File: config.mk
export PLATFORM = sky130hd
export DESIGN_NAME = frame_hit_finder_sum_variance
export DESIGN_NICKNAME = d
export VERILOG_FILES = /design/src/hw/rtl/fhf_pkg.sv /design/src/hw/rtl/frame_hit_finder_sum_variance.sv /design/src/hw/rtl/fhf_front.sv /design/src/hw/rtl/fhf_event_queue.sv /design/src/hw/rtl/fhf_serial_mul.sv /design/src/hw/rtl/fhf_back.sv
export VERILOG_INCLUDE_DIRS = /design/src /design/src/hw/rtl
export SDC_FILE = /design/constraint.sdc
export NUM_CORES = 2
export LEC_CHECK = 0
export BUFFER_PORTS_ARGS = -buffer_cell sky130_fd_sc_hd__buf_4
export CAP_MARGIN = 10
export CORE_UTILIZATION = 50
export DETAILED_ROUTE_END_ITERATION = 7
export PLACE_DENSITY = 0.74
export SLEW_MARGIN = 0
export SYNTH_ARGS = -nofsm -noshare
export SYNTH_HDL_FRONTEND = slang
export SYNTH_HIERARCHICAL = 1
export SYNTH_SLANG_ARGS = --single-unit
File: constraint.sdc
create_clock -name clk -period 19.7 [get_ports clk]
set_input_delay 0.985 -clock clk [delete_from_list [all_inputs] [get_ports clk]]
set_output_delay 0.985 -clock clk [all_outputs]
set_load 0.02 [all_outputs]
File: src/hw/rtl/assert_macros.svh
// ----------------------------------------------------------------------------
// Assertion macros shared by the hit finder RTL.
// The including module provides clk and rst.
// ----------------------------------------------------------------------------
`ifndef ASSERT_MACROS_SVH
`define ASSERT_MACROS_SVH

// A property that holds at every edge outside reset.
`define FHF_ASSERT(name, prop, msg) \
  name: assert property (@(posedge clk) disable iff (rst) (prop)) else $error(msg);

// When cond holds, expr holds in the same cycle.
`define FHF_ASSERT_NOW(name, cond, expr, msg) \
  name: assert property (@(posedge clk) disable iff (rst) (cond) |-> (expr)) \
    else $error(msg);

// When cond holds, expr holds in the next cycle.
`define FHF_ASSERT_NEXT(name, cond, expr, msg) \
  name: assert property (@(posedge clk) disable iff (rst) (cond) |=> (expr)) \
    else $error(msg);

`endif

File: src/hw/rtl/fhf_pkg.sv
// ----------------------------------------------------------------------------
// fhf_pkg
// Widths, constants and the event record shared by the hit finder modules.
// ----------------------------------------------------------------------------
`timescale 1ns / 1ps

package fhf_pkg;

  localparam int PIXEL_W  = 16;
  localparam int SQ_W     = 31;  // pixel squared, at most 2^30
  localparam int SUM_W    = 37;
  localparam int SUMSQ_W  = 52;
  localparam int COUNT_W  = 22;
  localparam int THR_W    = 31;
  localparam int NN_W     = 2 * COUNT_W;
  localparam int MCAND_W  = 52;  // widest multiplicand: sum of squares
  localparam int MPLIER_W = 43;  // serial operand width; widest operand used is |sum|
  localparam int PROD_W   = 74;

  localparam logic [COUNT_W-1:0] MAX_PIXELS        = 22'd2097152;
  localparam logic [THR_W-1:0]   DEFAULT_THRESHOLD = 31'd1000;

  // APB register map
  localparam int APB_DATA_W = 32;
  localparam int PADDR_W    = 3;
  localparam logic [0:0] REG_THRESHOLD = 1'b0;

  typedef struct packed {
    logic signed [SUM_W-1:0] sum;
    logic [SUMSQ_W-1:0]      sumsq;
    logic [COUNT_W-1:0]      count;
  } event_t;

endpackage

File: src/hw/rtl/frame_hit_finder_sum_variance.sv
// ----------------------------------------------------------------------------
// frame_hit_finder_sum_variance
// Per-event pixel sum and population variance hit finder.
//
// Pixel beats enter on push/full, one per cycle while full is low, with
// last_pixel on the final pixel of an event. Each event yields one result
// beat on empty/pop: integral, pixel_count and the hit verdict with its two
// reasons. Pixels past 2^21 in one event are dropped; the last flag still
// closes the event. The variance test is exact: n*sumsq - sum^2 <
// threshold*n^2 sets low_spread. variance_threshold sits at APB address 0
// (reset 1000); write it only while no event is in flight.
// The time from the last pixel beat to its result grows with the bit length
// of |sum| or of threshold or of the count, whichever is longest. The verdict
// stage handles one event at a time, paced by the bit-serial multipliers (one
// bit a cycle); a two-entry event queue lets pixel intake run ahead meanwhile.
// When the result is not popped, the queue fills and full rises on the next
// last pixel. Reset clears the accumulators, the queue and the result valid flag, and
// restores the threshold to 1000.
// ----------------------------------------------------------------------------
`timescale 1ns / 1ps

module frame_hit_finder_sum_variance (
  input  logic                                  clk,
  input  logic                                  rst,
  input  logic                                  push,
  output logic                                  full,
  input  logic signed [fhf_pkg::PIXEL_W-1:0]    pixel,
  input  logic                                  last_pixel,
  output logic                                  empty,
  input  logic                                  pop,
  output logic                                  is_hit,
  output logic signed [fhf_pkg::SUM_W-1:0]      integral,
  output logic [fhf_pkg::COUNT_W-1:0]           pixel_count,
  output logic                                  negative_signal,
  output logic                                  low_spread,
  input  logic                                  psel,
  input  logic                                  penable,
  input  logic                                  pwrite,
  input  logic [fhf_pkg::PADDR_W-1:0]           paddr,
  input  logic [fhf_pkg::APB_DATA_W-1:0]        pwdata,
  output logic [fhf_pkg::APB_DATA_W-1:0]        prdata,
  output logic                                  pready
);

  logic [fhf_pkg::THR_W-1:0] threshold;
  logic                      reg_sel;

  logic                      q_push;
  fhf_pkg::event_t           q_in;
  logic                      q_full;
  logic                      q_pop;
  fhf_pkg::event_t           q_out;
  logic                      q_empty;

  assign pready  = 1'b1;
  assign reg_sel = paddr[fhf_pkg::PADDR_W-1:2] == fhf_pkg::REG_THRESHOLD;
  assign prdata  = reg_sel ? fhf_pkg::APB_DATA_W'(threshold) : '0;

  always_ff @(posedge clk) begin
    if (rst) begin
      threshold <= fhf_pkg::DEFAULT_THRESHOLD;
    end else if (psel && penable && pwrite && reg_sel) begin
      threshold <= pwdata[fhf_pkg::THR_W-1:0];
    end
  end

  fhf_front u_front (
    .clk        (clk),
    .rst        (rst),
    .push       (push),
    .full       (full),
    .pixel      (pixel),
    .last_pixel (last_pixel),
    .q_push     (q_push),
    .q_data     (q_in),
    .q_full     (q_full)
  );

  fhf_event_queue u_queue (
    .clk       (clk),
    .rst       (rst),
    .push      (q_push),
    .push_data (q_in),
    .full      (q_full),
    .pop       (q_pop),
    .pop_data  (q_out),
    .empty     (q_empty)
  );

  fhf_back u_back (
    .clk             (clk),
    .rst             (rst),
    .q_empty         (q_empty),
    .q_pop           (q_pop),
    .q_data          (q_out),
    .threshold       (threshold),
    .empty           (empty),
    .pop             (pop),
    .is_hit          (is_hit),
    .integral        (integral),
    .pixel_count     (pixel_count),
    .negative_signal (negative_signal),
    .low_spread      (low_spread)
  );

endmodule

File: src/hw/rtl/fhf_front.sv
// ----------------------------------------------------------------------------
// fhf_front
// Takes pixel beats, squares them, and keeps the running sum, sum of squares
// and count. The last pixel of an event hands the totals to the event queue.
// ----------------------------------------------------------------------------
`timescale 1ns / 1ps
`include "assert_macros.svh"

module fhf_front (
  input  logic                                clk,
  input  logic                                rst,
  input  logic                                push,
  output logic                                full,
  input  logic signed [fhf_pkg::PIXEL_W-1:0]  pixel,
  input  logic                                last_pixel,
  output logic                                q_push,
  output fhf_pkg::event_t                     q_data,
  input  logic                                q_full
);

  logic                               s1_valid;
  logic signed [fhf_pkg::PIXEL_W-1:0] s1_px;
  logic [fhf_pkg::SQ_W-1:0]           s1_sq;
  logic                               s1_last;

  logic signed [fhf_pkg::SUM_W-1:0]   acc_sum;
  logic [fhf_pkg::SUMSQ_W-1:0]        acc_sumsq;
  logic [fhf_pkg::COUNT_W-1:0]        acc_count;

  logic signed [2*fhf_pkg::PIXEL_W-1:0] sq_full;
  logic                               stall;
  logic                               accept;
  logic                               advance;
  logic                               room;
  logic signed [fhf_pkg::SUM_W-1:0]   sum_next;
  logic [fhf_pkg::SUMSQ_W-1:0]        sumsq_next;
  logic [fhf_pkg::COUNT_W-1:0]        count_next;

  assign sq_full = pixel * pixel;

  // a last pixel waits in stage 1 while the queue is full
  assign stall   = s1_valid & s1_last & q_full;
  assign full    = stall;
  assign accept  = push & ~stall;
  assign advance = s1_valid & ~stall;

  // pixels past the limit are dropped, a last flag still closes the event
  assign room       = acc_count < fhf_pkg::MAX_PIXELS;
  assign sum_next   = room ? acc_sum + fhf_pkg::SUM_W'(s1_px) : acc_sum;
  assign sumsq_next = room ? acc_sumsq + fhf_pkg::SUMSQ_W'(s1_sq) : acc_sumsq;
  assign count_next = room ? acc_count + 1'b1 : acc_count;

  assign q_push       = advance & s1_last;
  assign q_data.sum   = sum_next;
  assign q_data.sumsq = sumsq_next;
  assign q_data.count = count_next;

  always_ff @(posedge clk) begin
    if (rst) begin
      s1_valid <= 1'b0;
    end else if (!stall) begin
      s1_valid <= accept;
    end
  end

  always_ff @(posedge clk) begin
    if (accept) begin
      s1_px   <= pixel;
      s1_sq   <= sq_full[fhf_pkg::SQ_W-1:0];
      s1_last <= last_pixel;
    end
  end

  always_ff @(posedge clk) begin
    if (rst) begin
      acc_sum   <= '0;
      acc_sumsq <= '0;
      acc_count <= '0;
    end else if (advance) begin
      if (s1_last) begin
        acc_sum   <= '0;
        acc_sumsq <= '0;
        acc_count <= '0;
      end else begin
        acc_sum   <= sum_next;
        acc_sumsq <= sumsq_next;
        acc_count <= count_next;
      end
    end
  end

  `FHF_ASSERT(a_count_bound, acc_count <= fhf_pkg::MAX_PIXELS, "pixel count past limit")

endmodule

File: src/hw/rtl/fhf_event_queue.sv
// ----------------------------------------------------------------------------
// fhf_event_queue
// Two-entry queue of finished event totals between front and back.
// ----------------------------------------------------------------------------
`timescale 1ns / 1ps
`include "assert_macros.svh"

module fhf_event_queue (
  input  logic            clk,
  input  logic            rst,
  input  logic            push,
  input  fhf_pkg::event_t push_data,
  output logic            full,
  input  logic            pop,
  output fhf_pkg::event_t pop_data,
  output logic            empty
);

  fhf_pkg::event_t slots [2];
  logic            wr_ptr;
  logic            rd_ptr;
  logic [1:0]      fill;
  logic            do_push;
  logic            do_pop;

  assign full     = fill == 2'd2;
  assign empty    = fill == 2'd0;
  assign do_push  = push & ~full;
  assign do_pop   = pop & ~empty;
  assign pop_data = slots[rd_ptr];

  always_ff @(posedge clk) begin
    if (do_push) begin
      slots[wr_ptr] <= push_data;
    end
  end

  always_ff @(posedge clk) begin
    if (rst) begin
      wr_ptr <= 1'b0;
      rd_ptr <= 1'b0;
      fill   <= 2'd0;
    end else begin
      if (do_push) begin
        wr_ptr <= ~wr_ptr;
      end
      if (do_pop) begin
        rd_ptr <= ~rd_ptr;
      end
      fill <= fill + {1'b0, do_push} - {1'b0, do_pop};
    end
  end

  `FHF_ASSERT_NOW(a_no_overflow, push, !full, "event pushed into full queue")

endmodule

File: src/hw/rtl/fhf_serial_mul.sv
// ----------------------------------------------------------------------------
// fhf_serial_mul
// Shift-add multiplier, one multiplier bit per cycle. Stops as soon as the
// remaining multiplier bits are zero.
// ----------------------------------------------------------------------------
`timescale 1ns / 1ps

module fhf_serial_mul (
  input  logic                          clk,
  input  logic                          rst,
  input  logic                          start,
  input  logic [fhf_pkg::MCAND_W-1:0]   mcand,
  input  logic [fhf_pkg::MPLIER_W-1:0]  mplier,
  output logic                          busy,
  output logic [fhf_pkg::PROD_W-1:0]    product
);

  logic [fhf_pkg::PROD_W-1:0]   mc;
  logic [fhf_pkg::MPLIER_W-1:0] mp;

  always_ff @(posedge clk) begin
    if (rst) begin
      busy <= 1'b0;
    end else if (start) begin
      busy <= 1'b1;
    end else if (busy) begin
      busy <= mp[fhf_pkg::MPLIER_W-1:1] != '0;
    end
  end

  always_ff @(posedge clk) begin
    if (start) begin
      mc      <= fhf_pkg::PROD_W'(mcand);
      mp      <= mplier;
      product <= '0;
    end else if (busy) begin
      if (mp[0]) begin
        product <= product + mc;
      end
      mc <= mc << 1;
      mp <= mp >> 1;
    end
  end

endmodule

File: src/hw/rtl/fhf_back.sv
// ----------------------------------------------------------------------------
// fhf_back
// Takes event totals from the queue, forms count*sumsq, sum^2 and
// threshold*count^2 with three serial multipliers, compares, and holds the
// verdict in the result register until it is popped.
// ----------------------------------------------------------------------------
`timescale 1ns / 1ps
`include "assert_macros.svh"

module fhf_back (
  input  logic                                clk,
  input  logic                                rst,
  input  logic                                q_empty,
  output logic                                q_pop,
  input  fhf_pkg::event_t                     q_data,
  input  logic [fhf_pkg::THR_W-1:0]           threshold,
  output logic                                empty,
  input  logic                                pop,
  output logic                                is_hit,
  output logic signed [fhf_pkg::SUM_W-1:0]    integral,
  output logic [fhf_pkg::COUNT_W-1:0]         pixel_count,
  output logic                                negative_signal,
  output logic                                low_spread
);

  localparam logic [2:0] ST_IDLE  = 3'd0;
  localparam logic [2:0] ST_START = 3'd1;
  localparam logic [2:0] ST_MUL   = 3'd2;
  localparam logic [2:0] ST_DIFF  = 3'd3;
  localparam logic [2:0] ST_DONE  = 3'd4;

  logic [2:0]                         state;
  logic [2:0]                         state_next;

  logic signed [fhf_pkg::SUM_W-1:0]   ev_sum;
  logic [fhf_pkg::SUM_W-1:0]          ev_mag;
  logic [fhf_pkg::SUMSQ_W-1:0]        ev_sumsq;
  logic [fhf_pkg::COUNT_W-1:0]        ev_count;
  logic [fhf_pkg::NN_W-1:0]           nn;
  logic [fhf_pkg::PROD_W-1:0]         spread;

  logic                               mul_start;
  logic                               busy_nsq;
  logic                               busy_ssq;
  logic                               busy_thr;
  logic [fhf_pkg::PROD_W-1:0]         p_nsq;
  logic [fhf_pkg::PROD_W-1:0]         p_ssq;
  logic [fhf_pkg::PROD_W-1:0]         p_thr;

  logic                               res_valid;
  logic                               res_write;
  logic                               low;
  logic                               neg;

  assign q_pop     = (state == ST_IDLE) & ~q_empty;
  assign mul_start = state == ST_START;
  assign nn        = ev_count * ev_count;

  fhf_serial_mul u_mul_nsq (
    .clk     (clk),
    .rst     (rst),
    .start   (mul_start),
    .mcand   (ev_sumsq),
    .mplier  (fhf_pkg::MPLIER_W'(ev_count)),
    .busy    (busy_nsq),
    .product (p_nsq)
  );

  fhf_serial_mul u_mul_ssq (
    .clk     (clk),
    .rst     (rst),
    .start   (mul_start),
    .mcand   (fhf_pkg::MCAND_W'(ev_mag)),
    .mplier  (fhf_pkg::MPLIER_W'(ev_mag)),
    .busy    (busy_ssq),
    .product (p_ssq)
  );

  fhf_serial_mul u_mul_thr (
    .clk     (clk),
    .rst     (rst),
    .start   (mul_start),
    .mcand   (fhf_pkg::MCAND_W'(nn)),
    .mplier  (fhf_pkg::MPLIER_W'(threshold)),
    .busy    (busy_thr),
    .product (p_thr)
  );

  assign low       = spread < p_thr;
  assign neg       = ev_sum[fhf_pkg::SUM_W-1];
  assign res_write = (state == ST_DONE) & (~res_valid | pop);
  assign empty     = ~res_valid;

  always_comb begin
    state_next = state;
    case (state)
      ST_IDLE: begin
        if (!q_empty) begin
          state_next = ST_START;
        end
      end
      ST_START: begin
        state_next = ST_MUL;
      end
      ST_MUL: begin
        if (!busy_nsq && !busy_ssq && !busy_thr) begin
          state_next = ST_DIFF;
        end
      end
      ST_DIFF: begin
        state_next = ST_DONE;
      end
      ST_DONE: begin
        if (res_write) begin
          state_next = ST_IDLE;
        end
      end
      default: begin
        state_next = ST_IDLE;
      end
    endcase
  end

  always_ff @(posedge clk) begin
    if (rst) begin
      state <= ST_IDLE;
    end else begin
      state <= state_next;
    end
  end

  always_ff @(posedge clk) begin
    if (q_pop) begin
      ev_sum   <= q_data.sum;
      ev_sumsq <= q_data.sumsq;
      ev_count <= q_data.count;
      ev_mag   <= q_data.sum[fhf_pkg::SUM_W-1] ? fhf_pkg::SUM_W'(-q_data.sum)
                                               : fhf_pkg::SUM_W'(q_data.sum);
    end
    if (state == ST_DIFF) begin
      spread <= p_nsq - p_ssq;
    end
  end

  always_ff @(posedge clk) begin
    if (rst) begin
      res_valid <= 1'b0;
    end else if (res_write) begin
      res_valid <= 1'b1;
    end else if (pop) begin
      res_valid <= 1'b0;
    end
  end

  always_ff @(posedge clk) begin
    if (res_write) begin
      is_hit          <= ~neg & ~low;
      integral        <= ev_sum;
      pixel_count     <= ev_count;
      negative_signal <= neg;
      low_spread      <= low;
    end
  end

  // n*sumsq >= sum^2 for any set of integers
  `FHF_ASSERT_NOW(a_spread_nonneg, state == ST_DIFF, p_nsq >= p_ssq, "negative spread")
  `FHF_ASSERT_NEXT(a_result_held, res_valid && !pop, res_valid, "result beat lost")

endmodule

== Word level (Yosys, flattened, before mapping) ==
Memories as Yosys holds them, arrays and structs flattened. A register that Yosys moved wholly into a read port is not among the register bits.
Index checks and enable logic that the tools add are counted.
Operators by class
  add/sub/neg operators: 10
  multiply operators: 2
  order comparisons: 2
  equality and inequality tests: 8
  muxes and demuxes: 36
  bitwise operators: 20
  reduce and logical (&&, ||, !) cells: 21
Operators with widths (count)
  adder 74 bit: 3
  2-to-1 mux 37 bit: 6
  2-to-1 mux 52 bit: 4
  nonzero test 42 bit: 3
  2-to-1 mux 31 bit: 3
  2-to-1 mux 22 bit: 4
  2-to-1 mux 44 bit: 2
  < comparator 74 bit: 1
  subtractor 74 bit: 1
  adder 52 x 31 -> 52 bit: 1
  multiplier 22 x 22 -> 44 bit: 1
  adder 37 x 16 -> 37 bit: 1
  negator 37 bit: 1
  2-to-1 mux 36 bit: 1
  multiplier 16 x 16 -> 31 bit: 1
  adder 22 x 1 -> 22 bit (second input constant): 1
  < comparator 22 bit (second input constant): 1
  case mux 3 bit (5 select lines): 1
  2-to-1 mux 1 bit: 12
  AND 1 bit: 10
  2-to-1 mux 3 bit: 3
  NOT 1 bit: 9
  nonzero test 2 bit: 4
  equality test 3 x 2 -> 1 bit (second input constant): 2
  14 further kinds: 23
Storage, ports and cells
  bits in registers: 1020
  RAM bits: 222
  bits of input ports: 59
  output and inout port bits: 97
  word-level logic and storage cells: 139
  memories: 1
Memory list
  u_queue.slots: words 2, width 111, rd ports 1, clocked after memory_dff 1, wr ports 1, RTL line fhf_event_queue.sv:19  | fhf_pkg::event_t slots [2];

== Longest topological paths before layout ==
  word-level depth: 8
  mapped depth: 28
  mapped depth without buffers: 27

== Modules after synthesis ==
The synthesis kept the hierarchy.
Modules (own cells, without submodules)
  fhf_back: instances 1, cells each 2978, area each 29995.0 um^2, seq. area each 8548.2 um^2
  fhf_serial_mul at u_back.u_mul_nsq ...: instances 2, cells each 1246, area each 11755.0 um^2, seq. area each 4794.6 um^2
  fhf_front: instances 1, cells each 2278, area each 19497.4 um^2, seq. area each 3623.5 um^2
  fhf_serial_mul at u_back.u_mul_thr: instances 1, cells each 1245, area each 11664.9 um^2, seq. area each 4794.6 um^2
  fhf_event_queue: instances 1, cells each 372, area each 8269.2 um^2, seq. area each 6766.5 um^2
  frame_hit_finder_sum_variance: instances 1, cells each 174, area each 1626.6 um^2, seq. area each 620.6 um^2

== Least setup slack after synthesis ==
No wires, ideal clock.
  path type: reg-to-reg
  start point: register u_back.state[2]
  end point: register u_queue.fill[1]
  library setup time: 114 ps
  arrival time: 16197 ps
  data required time: 19586 ps
  path slack: 3389 ps
  cell stages (with the launch flop): 10
  path buffers: 1
  clock period less this slack: 16311 ps
  cells stage by stage: dfxtp_1 clkbuf_1 nor4_1 o21a_1 ha_1 inv_1 ha_1 xor2_1 and2_1 nor3_1
On the way
  word-level cells in the longest chain between the ends: 4
RTL lines
  from (decl): RTL line fhf_back.sv:32  | logic [2:0] state;
  from (signal assigned): RTL line fhf_back.sv:128  | state <= state_next;
  logical NOT 3 bit: RTL line fhf_back.sv:55  | assign q_pop = (state == ST_IDLE) & ~q_empty;
  AND 1 bit: RTL line fhf_back.sv:55
  net q_pop: RTL line frame_hit_finder_sum_variance.sv:51  | logic q_pop;
  AND 1 bit: RTL line fhf_event_queue.sv:29  | assign do_pop = pop & ~empty;
  net u_queue.do_pop: RTL line fhf_event_queue.sv:24  | logic do_pop;
  subtractor 2 x 1 -> 2 bit: RTL line fhf_event_queue.sv:50  | fill <= fill + {1'b0, do_push} - {1'b0, do_pop};
  to (signal assigned): RTL line fhf_event_queue.sv:50
  to (decl): RTL line fhf_event_queue.sv:22  | logic [1:0] fill;
The timed path passes the listed nets, and every way through them passes these cells.
A chain may end at the register's enable or synchronous reset.

== Final worst setup path ==
  start point: register u_back/ev_count[12] (netlist name)
  end point: register u_back/u_mul_thr/mc[43] (netlist name), data pin
On the way
  word-level cells in the longest chain between the ends: 2
RTL lines
  from (decl): RTL line fhf_back.sv:38  | logic [fhf_pkg::COUNT_W-1:0] ev_count;
  from (signal assigned): RTL line fhf_back.sv:136  | ev_count <= q_data.count;
  multiplier 22 x 22 -> 44 bit: RTL line fhf_back.sv:57  | assign nn = ev_count * ev_count;
  net u_back.nn (one bit): RTL line fhf_back.sv:39  | logic [fhf_pkg::NN_W-1:0] nn;
  2-to-1 mux 44 bit: RTL line fhf_serial_mul.sv:32  | if (start) begin
  to (signal assigned): RTL line fhf_serial_mul.sv:33  | mc <= fhf_pkg::PROD_W'(mcand);
  to (signal assigned): RTL line fhf_serial_mul.sv:40  | mc <= mc << 1;
  to (decl): RTL line fhf_serial_mul.sv:18  | logic [fhf_pkg::PROD_W-1:0] mc;
The timed path passes the listed nets, and every way through them passes these cells.

==> impl_results.md <==
* Run status: finished with violations
* Failing checks: design-rule violations
* Die span in y at 437 um
* CP max stage delay at 0.57 ns
* Worst-margin pin slew at 1.17 ns
* Area added between synthesis and finish at 8.81%
* Setup TNS Final at 0 ns
* HP Class: in2reg
* Delay-heaviest family, CP: adder cells
* # port buffers at 150
* Seq/Total Area, Yosys at 35.9%
* Largest net degree at the start of global routing at 148
* Worst hold path cell count at 1
* CTS Root Cell: clkbuf_16
* Crit path buf inv count at 7
* Minimum clock period at 8.18 ns
* I/O pin count at 156
* FF+latch area at 34,000 sq um
* Routability cong. at 0.983
* Initial Utilization at 50.4%
* Slowest CP cell: edfxtp_1
* WHS Endpoint: u_front/s1_last
* R2r endpoint: u_back/u_mul_thr/mc[43]
* DP HPWL at 176,000 um
* CORE AREA at 188,000 sq um
* CTS tree: yes
* Post-synth EDFFs at 835
* Average via count per standard cell at 5.70
* Crit path launch: u_back/ev_count[12]
* Endpoints failing setup at 0
* Vias in the first global route at 70.5k
* Max_slew headroom at 22.2%
* H-Tree Depth at 4
* Rows at 159
* Reg2Reg Launch Point: u_back/ev_count[12]
* Fmax at 0.122 GHz
* Yosys reg bits at 1,278
* RSZ-0062 raised after global routing: no
* Fin nets at 10.9k
* Worst setup SP type: register
* Vias at 69.4k
* Hold Path Origin: last_pixel
* Worst skew pair latency at 0.83 ns
* Max Clock Skew at 0.0702 ns
* Post-CTS Hold Buffers at 0
* CP max FO at 18
* Netlist Area Pre-Place at 94,600 sq um
* Worst-path clk slew at 0.06 ns
* WP depth at 26
* Area leader, netlist: edfxtp_1
* ANT nets after route at 0
* Total CTS buffers at 144
* Final hold violations at 0
* Iter 0 DRT Violations at 5,555
* Synth top area share at 26.5%
* Worst EP required at 20.24 ns
* Global router's overall resource usage at 24.3%
* Filler cells at 16.2k
* Drt wl/cell at 19.1 um
* Postcts setup bufs at 0
* CP Class: reg2reg
* Cell count of the worst reg-to-reg path at 26
* Share of cells above drive strength 1 at 10.3%
* Maxcap violations at 0
* Syn. warnings at 6
* Syn_area_per_cell at 9.91 sq um
* Worst Setup End Kind: register
* Commonest cells in the synthesized netlist: inv_1, nand2_1, edfxtp_1
* Overall die width at 437 um
* Die ar. at 191,000 sq um
* Congestion Overflow GR at 0
* Cell variety after synth at 128
* Synth top area cells: edfxtp_1, fa_1, dfxtp_1
* Multi-input gate area at 55,000 sq um
* Final Slew Violations at 0
* Cell mode on critical path: fa_1
* R2R Setup Slk at 11.52 ns
* DR DRC count at 64
* Most frequent cell after synthesis: inv_1
* Gate count of the mapped netlist at 9,539
* Buffer depth of the longest clock path at 3
* Post-Route WL at 233,000 um
* Post-synth top flop: edfxtp_1
* Clock sinks at 1,278
* Critical Path AT at 8.72 ns
* Initial antenna violation count at 2
* First-pass GRT wire length at 376,000 um
* Initial DRT Pass Iterations at 8
* Async set or reset register ratio after synthesis at 0%
* Final Cycle Share at 41.5%
* CTS resizes at 0
-- cell type report --
class | count | area share [%]
inverter | 1107 | 4.04
clock buffer | 187 | 3.84
multi-input combinational | 6807 | 53.5
tap | 2495 | 3.03
sequential | 1278 | 33.0
timing repair buffer | 217 | 1.61
antenna | 3 | 0.00730
clock inverter | 82 | 1.00
-- cells in the final DEF (no fill, tap or decap), drive strengths merged, types with 23 or more instances in the layout --
cell type | Yosys | final
a22oi | 47 | 47
nor3 | 97 | 97
nand2b | 89 | 89
nor2b | 100 | 100
nand3b | 26 | 26
o2111ai | 23 | 23
conb | 3 | 65
a31oi | 56 | 56
edfxtp | 835 | 835
xor2 | 163 | 163
o21a | 60 | 60
o21ai | 403 | 403
o211ai | 56 | 56
buf | 86 | 217
a21oi | 705 | 705
inv | 1106 | 1110
nor2 | 481 | 481
clkinv | 1 | 57
nand2 | 1014 | 1014
nand3 | 153 | 153
mux2 | 401 | 401
dfxtp | 443 | 443
fa | 582 | 582
nor4 | 61 | 61
and2 | 182 | 182
and3 | 61 | 61
a21o | 235 | 235
mux2i | 113 | 113
o31ai | 29 | 29
clkbuf | 323 | 187
or3 | 35 | 35
o21bai | 81 | 81
xnor2 | 306 | 306
a211oi | 35 | 35
ha | 689 | 689
nand4 | 117 | 117
or2 | 27 | 27
-- state kept, by name, summed over array words and instances (netlist names), 52 cells and up, named ones only --
name	cells
u_front/acc_sumsq	52
u_queue/slots	222
u_back/u_mul_thr/product	74
u_back/u_mul_thr/mc	74
u_back/u_mul_nsq/mc	74
u_back/u_mul_ssq/product	74
u_back/u_mul_nsq/product	74
u_back/ev_sumsq	52
u_back/u_mul_ssq/mc	74
u_back/spread	74
-- worst reg2reg max path, delay by kind of cell (launching register included) --
| family | cells | cell delay [ns] |
|---|---|---|
| buf+inv | 7 | 0.69 |
| xor+xnor | 1 | 0.22 |
| fa+ha+maj | 8 | 3.97 |
| flops | 1 | 0.57 |
| mux | 1 | 0.29 |
| compound gates | 6 | 1.47 |
| simple gates | 3 | 0.72 |
-- how the worst max path moves through the flow --
stage / to / slack (ns)
2_1_floorplan: u_queue/fill[1] / 3.39
3_3_place_gp: u_back/u_mul_thr/mc[43] / 11.71
3_5_place_dp: u_back/u_mul_thr/mc[43] / 11.59
4_1_cts: u_back/u_mul_thr/mc[43] / 11.54
5_1_grt: u_back/u_mul_thr/mc[43] / 11.11
6_report: u_back/u_mul_thr/mc[43] / 11.52
-- metrics by stage --
step                hold slack, ns  setup WS, ns  instances  util (%)  area (sq um)
detailed placement           0.405         11.59      11900      52.1         97900
floorplan                    0.400          3.39       9601         -         94800
global route                 0.330         11.11      12200      54.8        103000
CTS                          0.294         11.54      12200      54.8        103000
global placement             0.405         11.71      11900      52.1         97900
finish                       0.366         11.52      12200      54.8        103000
-- kinds of logic after synthesis --
group,Yosys count,synth area share [%]
adder cells (fa/ha/maj),1272,21.4
AND/OR/NAND/NOR,2505,12.6
flip-flops,1278,35.9
XOR/XNOR,469,4.34
AO/OA/AOI/OAI,1982,13.5
buffers and inverters,1516,6.26
multiplexers,514,5.97
other,3,0.0119
-- per-layer routing --
layer	track usage, %	routed length [um]
met5	0	20
met1	31.5	101000
met2	41.5	112000
met4	9.55	8880
met3	2.79	11500
Power is not shown: default switching activity piles up to over one toggle a cycle in this logic, so the estimate is an artifact.
